--- src/rtl/pea_pkg.sv ---
// Shared constants, codes, state types and heap interface structs
// for the periodic-edge earliest-arrival block. No dependencies.
package pea_pkg;

	localparam int MAX_NODES   = 1024;
	localparam int MAX_EDGES   = 8192;
	localparam int QUEUE_DEPTH = 16384;

	localparam int NODE_W  = $clog2(MAX_NODES);
	localparam int EDGE_W  = $clog2(MAX_EDGES);
	localparam int HEAD_W  = EDGE_W + 1;
	localparam int QIDX_W  = $clog2(QUEUE_DEPTH);
	localparam int QSIZE_W = QIDX_W + 1;
	localparam int CH_W    = QIDX_W + 2;
	localparam int TIME_W  = 16;
	localparam int PER_W   = 16;
	localparam int DELAY_W = 8;
	localparam int CFG_W   = 16;
	localparam int SUM_W   = TIME_W + 1;
	localparam int ARR_W   = TIME_W + 2;
	localparam int KEY_W   = TIME_W + NODE_W;
	localparam int CLR_W   = NODE_W + 1;
	localparam int CNT_W   = $clog2(SUM_W + 1);

	localparam logic [DELAY_W-1:0] DELAY_RESET = 8'd3;
	localparam logic [TIME_W-1:0]  LIMIT_RESET = 16'd4096;

	localparam logic [1:0] KIND_LOAD = 2'd0;
	localparam logic [1:0] KIND_SEED = 2'd1;
	localparam logic [1:0] KIND_RUN  = 2'd2;

	localparam logic CFG_DELAY = 1'b0;
	localparam logic CFG_LIMIT = 1'b1;

	typedef enum logic [3:0] {
		S_CLEAR, S_IDLE, S_LD_RD, S_LD_WR, S_OF_RD, S_OF_CHK, S_OF_WAIT,
		S_RUN_TOP, S_POP_WAIT, S_RUN_CHK, S_RUN_HEAD, S_EDGE_TOP, S_EDGE_RD,
		S_DIV_WAIT, S_RESULT
	} top_state_t;

	typedef enum logic [3:0] {
		H_IDLE, H_PUSH_UP, H_PUSH_CMP, H_POP_TOP, H_POP_LAST, H_POP_C,
		H_POP_C0, H_POP_C1, H_POP_CMP, H_POP_END
	} heap_state_t;

	typedef struct packed {
		logic             push;
		logic             pop;
		logic [KEY_W-1:0] key;
	} heap_req_t;

	typedef struct packed {
		logic               busy;
		logic [KEY_W-1:0]   top;
		logic [QSIZE_W-1:0] size;
	} heap_rsp_t;

endpackage

--- src/rtl/pea_rem.sv ---
// Bit-serial restoring remainder unit: one quotient bit per cycle.
// Depends on pea_pkg.
module pea_rem import pea_pkg::*; (
	input  logic             clk,
	input  logic             arst_n,
	input  logic             start,
	input  logic [SUM_W-1:0] dividend,
	input  logic [PER_W-1:0] divisor,
	output logic             busy,
	output logic [PER_W-1:0] rem
);

	logic [CNT_W-1:0] cnt_q;
	logic [SUM_W-1:0] dvd_q;
	logic [PER_W-1:0] div_q;
	logic [PER_W-1:0] rem_q;
	logic [SUM_W-1:0] trial;

	assign trial = {rem_q, dvd_q[SUM_W-1]};
	assign busy  = (cnt_q != '0);
	assign rem   = rem_q;

	always_ff @(posedge clk or negedge arst_n) begin
		if (!arst_n) begin
			cnt_q <= '0;
		end else if (start) begin
			cnt_q <= CNT_W'(SUM_W);
		end else if (busy) begin
			cnt_q <= cnt_q - 1'b1;
		end
	end

	always_ff @(posedge clk) begin
		if (start) begin
			dvd_q <= dividend;
			div_q <= divisor;
			rem_q <= '0;
		end else if (busy) begin
			dvd_q <= {dvd_q[SUM_W-2:0], 1'b0};
			// subtract when the partial remainder reaches the divisor
			if (trial >= {1'b0, div_q}) begin
				rem_q <= PER_W'(trial - {1'b0, div_q});
			end else begin
				rem_q <= trial[PER_W-1:0];
			end
		end
	end

endmodule

--- config.mk ---
export PLATFORM = sky130hd
export DESIGN_NAME = pea_rem
export DESIGN_NICKNAME = d
export VERILOG_FILES = /design/src/rtl/pea_pkg.sv /design/src/rtl/pea_rem.sv
export SDC_FILE = /design/constraint.sdc
export NUM_CORES = 1
export LEC_CHECK = 0
export CAP_MARGIN = 30
export CORE_MARGIN = 4
export CORE_UTILIZATION = 60
export DETAILED_ROUTE_END_ITERATION = 16
export DONT_BUFFER_PORTS = 1
export GPL_ROUTABILITY_DRIVEN = 0
export PLACE_DENSITY_LB_ADDON = 0.1
export SYNTH_ARGS = -nofsm -noshare
export SYNTH_HDL_FRONTEND = slang
export SYNTH_SLANG_ARGS = --single-unit
--- constraint.sdc ---
create_clock -name clk -period 6.2 [get_ports clk]
set_clock_uncertainty 0.05 [all_clocks]
set_input_delay 1.24 -clock clk [delete_from_list [all_inputs] [get_ports clk]]
set_output_delay 1.24 -clock clk [all_outputs]
set_load 0.005 [all_outputs]
After elaboration in Yosys (flattened, before gate mapping):

Cells that the tools add are included.

* logic and storage cells: 14
* bits of input ports: 36
* output and inout bits: 17
* register bits after elaboration: 54

* mux-type cells: 5
* add/sub/neg operators: 2
* order comparisons: 1
* reductions and logical operators: 2

Operators by type and width (count)
* 17-bit 2-to-1 mux: 2
* 17-bit by 16-bit greater-or-equal comparator with 1-bit output: 1
* 16-bit 2-to-1 mux: 1
* 16-bit subtractor: 1
* 5-bit 2-to-1 mux: 2
* 5-bit nonzero test: 1
* 5-bit by 1-bit subtractor with 5-bit output (second input constant): 1
* 2-bit nonzero test: 1

Depth between registers and ports, before layout:

* depth after elaboration: 3
* depth in mapped cells: 10
* depth with buffers taken out: 10

Worst setup path after synthesis:

Ideal clock, no wire load.

* path type: register to output
* start point: register cnt_q[0]
* end point: output busy
* arrival: 1372 ps
* stages on the path, launching flop included: 6
* required time: 4910 ps
* slack: 3538 ps
* cells stage by stage: dfrtp_1 > inv_1 > ha_1 > nor4b_2 > inv_1 > clkbuf_1

* cells in the longest elaborated chain, start to end: 1

Ends and longest elaborated chain
* start: declaration: line pea_rem.sv:13 `logic [CNT_W-1:0] cnt_q;`
* start signal: assignment: line pea_rem.sv:27 `cnt_q <= CNT_W'(SUM_W);`
* start signal: assignment: line pea_rem.sv:29 `cnt_q <= cnt_q - 1'b1;`
* 5-bit nonzero test: line pea_rem.sv:20 `assign busy = (cnt_q != '0);`
* end: declaration: line pea_rem.sv:9 `output logic busy,`

No other way between the ends.

Worst setup path after layout:

Ends and elaborated chain as after synthesis.

==> metrics <==
status complete, no violations; cell area after layout 3350 sq um; clk slew on worst S/H paths 0.10 ns; first-pass GRT wire length 10,700 um; gr usage total 21.1%; routed vias/inst 6.26; sequential area share after synthesis 44.9%; final setup TNS 0 ns; fmax 0.352 GHz; pin count of the biggest net entering global routing 58; vias in the first global route 2,147; Crit Path Class reg2out; crit path cell chain inv_1, ha_1, nor4b_2, buf_4, inv_1; Initial Util 62.2%; flops & latches, synth 54; routed via count 2,368; clk sinks 54; # DRC 0; cell mode on critical path inv_1; placement row count 26; EDFF count, synth 33; Hold Fails Final Rpt 0; Post-CTS Setup Inserts 0; commonest non-fill, non-tap cell in the layout edfxtp_1; Port Buffers 0; DIE WIDTH 81.0 um; initial antenna violation count 0; Synth Warn # 0; slowest cell on the critical path dfrtp_1; Top FF cell, synth edfxtp_1; Synth Cell Area 3200 sq um; max-slew violations 0; Layout Cells excl Fill 378; WP data arrival 1.55 ns; post-CTS sizing 0; highest-count cells in the layout ignoring fill and taps edfxtp_1 (33), nor2_1 (31), inv_1 (22), ha_1 (18); WL per Instance 17.0 um; Leak Pwr 1.35 nW; fin nets 362; fin crit share 45.9%; max cap viols 0; placed insts 370; count of final setup violators 0; antenna viol nets, final 0; power per cell area 411 nW/um^2; root buf cell clkbuf_8; DRT iter0 DRCs 204; worst skew pair latency 0.31 ns; GRT Residual Overflow 0; maximum root-to-sink buffer count 2; post-DP HPWL 4500 um; H-tree depth 2; Worst VDD drop 0.237 mV; Synth Net Count 368; hold path depth 2; hold buffer count at CTS 0; Critical Path RT 4.91 ns; WL final 6430 um; layout cell share with drive strength beyond 1 11.4%; Slew @ Worst Pin 0.822 ns; 1st-pass router iterations 4; Max stage delay on crit path 0.41 ns; Startpoint Class flip-flop; number of CTS-inserted buffers 5; crit-path max FO 16; CTS tree yes; Slew headroom 45.2%; Power Total 1.38 mW; area growth from synthesis to layout 4.89%; core box area 5140 sq um; ys async rst share 9.26%; antenna cell count 0; worst slack on hold paths 0.500 ns; Cells after Synth 313; r2r worst-path depth 10; die height 81.0 um; die area 6560 sq um; CP Capture Type output port; Syn Area/Cell 10.2 sq um; RSZ-0062 raised after global routing false; DP Area 3240 sq um; Yosys cell types 59; min cycle time layout 2.84 ns; Top-Level Pins 53; Hold Crit Class reg2reg
## cell type report
type                       instances  area [sq um]
clock buffer                       5          68.8
clock inverter                     3          47.5
fill                             456          1790
inverter                          22          82.6
multi-input combinational        221          1610
sequential                        54          1440
tap                               70          87.6
timing repair buffer               3          22.5
## cell families (layout without fill, tap and decap cells)
logic type	after synthesis	count (layout)	synth area share, %
AO/OA/AOI/OAI	80	80	18.8
XOR/XNOR	8	8	2.19
adder cells (fa/ha/maj)	19	19	7.67
buffers and inverters	38	33	4.78
flip-flops	54	54	44.9
multiplexers	17	17	5.95
AND/OR/NAND/NOR	97	97	15.7
## synth_stat cells (2+ instances only)
| cell | number | area share (%) |
|---|---|---|
| nand4_1 | 5 | 0.98 |
| a21o_1 | 8 | 1.9 |
| inv_1 | 22 | 2.6 |
| and3_1 | 3 | 0.59 |
| dfrtp_1 | 5 | 3.9 |
| xor2_1 | 2 | 0.55 |
| o21ai_1 | 7 | 1.1 |
| a311oi_1 | 8 | 2.2 |
| a31oi_1 | 3 | 0.59 |
| buf_2 | 5 | 0.78 |
| ha_1 | 18 | 7.0 |
| nand3_1 | 14 | 2.2 |
| o21a_1 | 4 | 0.94 |
| a211oi_1 | 7 | 1.6 |
| or3_4 | 2 | 0.70 |
| o22ai_1 | 2 | 0.39 |
| edfxtp_1 | 33 | 31 |
| o21bai_1 | 2 | 0.47 |
| o41ai_1 | 4 | 1.1 |
| nand2_1 | 15 | 1.8 |
| nand2b_1 | 2 | 0.39 |
| a21oi_1 | 13 | 2.0 |
| clkbuf_1 | 10 | 1.2 |
| dfxtp_1 | 16 | 10 |
| xnor2_1 | 6 | 1.6 |
| o21ai_0 | 4 | 0.63 |
| nor2_1 | 31 | 3.6 |
| nor3_1 | 6 | 0.94 |
| nor4_1 | 5 | 0.98 |
| mux2_2 | 16 | 5.6 |
| o211ai_1 | 5 | 1.2 |
| nand3b_1 | 2 | 0.47 |
| and2_1 | 2 | 0.39 |
## worst max-delay path: cells and delay by family, from the launching register on
kind | cells | cell delay, ns
AND/OR/NAND/NOR | 1 | 0.19
adder cells (fa/ha/maj) | 1 | 0.17
flip-flops | 1 | 0.41
buffers and inverters | 3 | 0.47
## per-stage QoR
step | utilization [%] | worst slack (ns)
finish | 65.2 | 3.36
global route | 65.2 | 3.23
CTS | 65.2 | 3.34
detailed placement | 63.0 | 3.55
global placement | 63.0 | 3.59
floorplan | - | 3.54
## report_power, final
part	internal, mW	switching [mW]	leakage, nW	total [mW]
registers	0.456	0.0764	0.529	0.533
clock network	0.123	0.122	0.0587	0.244
logic	0.261	0.342	0.762	0.603
## path summary, 6_finish.rpt
kind                                           start                    to  slack (ns)
worst max-delay path            cnt_q[0]$_DFFE_PN0P_                  busy        3.36
worst min-delay path             rem[4]$_SDFFE_PP0P_   rem[5]$_SDFFE_PP0P_        0.50
worst max register to register   dvd_q[16]$_DFFE_PP_  rem[14]$_SDFFE_PP0P_        3.51
worst min register to register   rem[4]$_SDFFE_PP0P_   rem[5]$_SDFFE_PP0P_        0.50
max in group asynchronous                     arst_n  cnt_q[4]$_DFFE_PN0P_        5.47
min in group asynchronous                     arst_n  cnt_q[2]$_DFFE_PN0P_        0.56
## flip-flops by register name, summed over array words and instances, names as in the netlist
| register | cells |
|---|---|
| rem | 16 |
| dvd_q | 17 |
| cnt_q | 5 |
| div_q | 16 |
## layer usage
metal | up-vias | track usage (%) | wire length, um
li1 | 1165 | - | -
met1 | 1116 | 29.5 | 2890
met2 | 83 | 33.1 | 3080
met3 | 4 | 5.21 | 411
met4 | 0 | 4.73 | 43
met5 | - | 0 | 0
No activity file was read; power rests on OpenSTA's default activity.
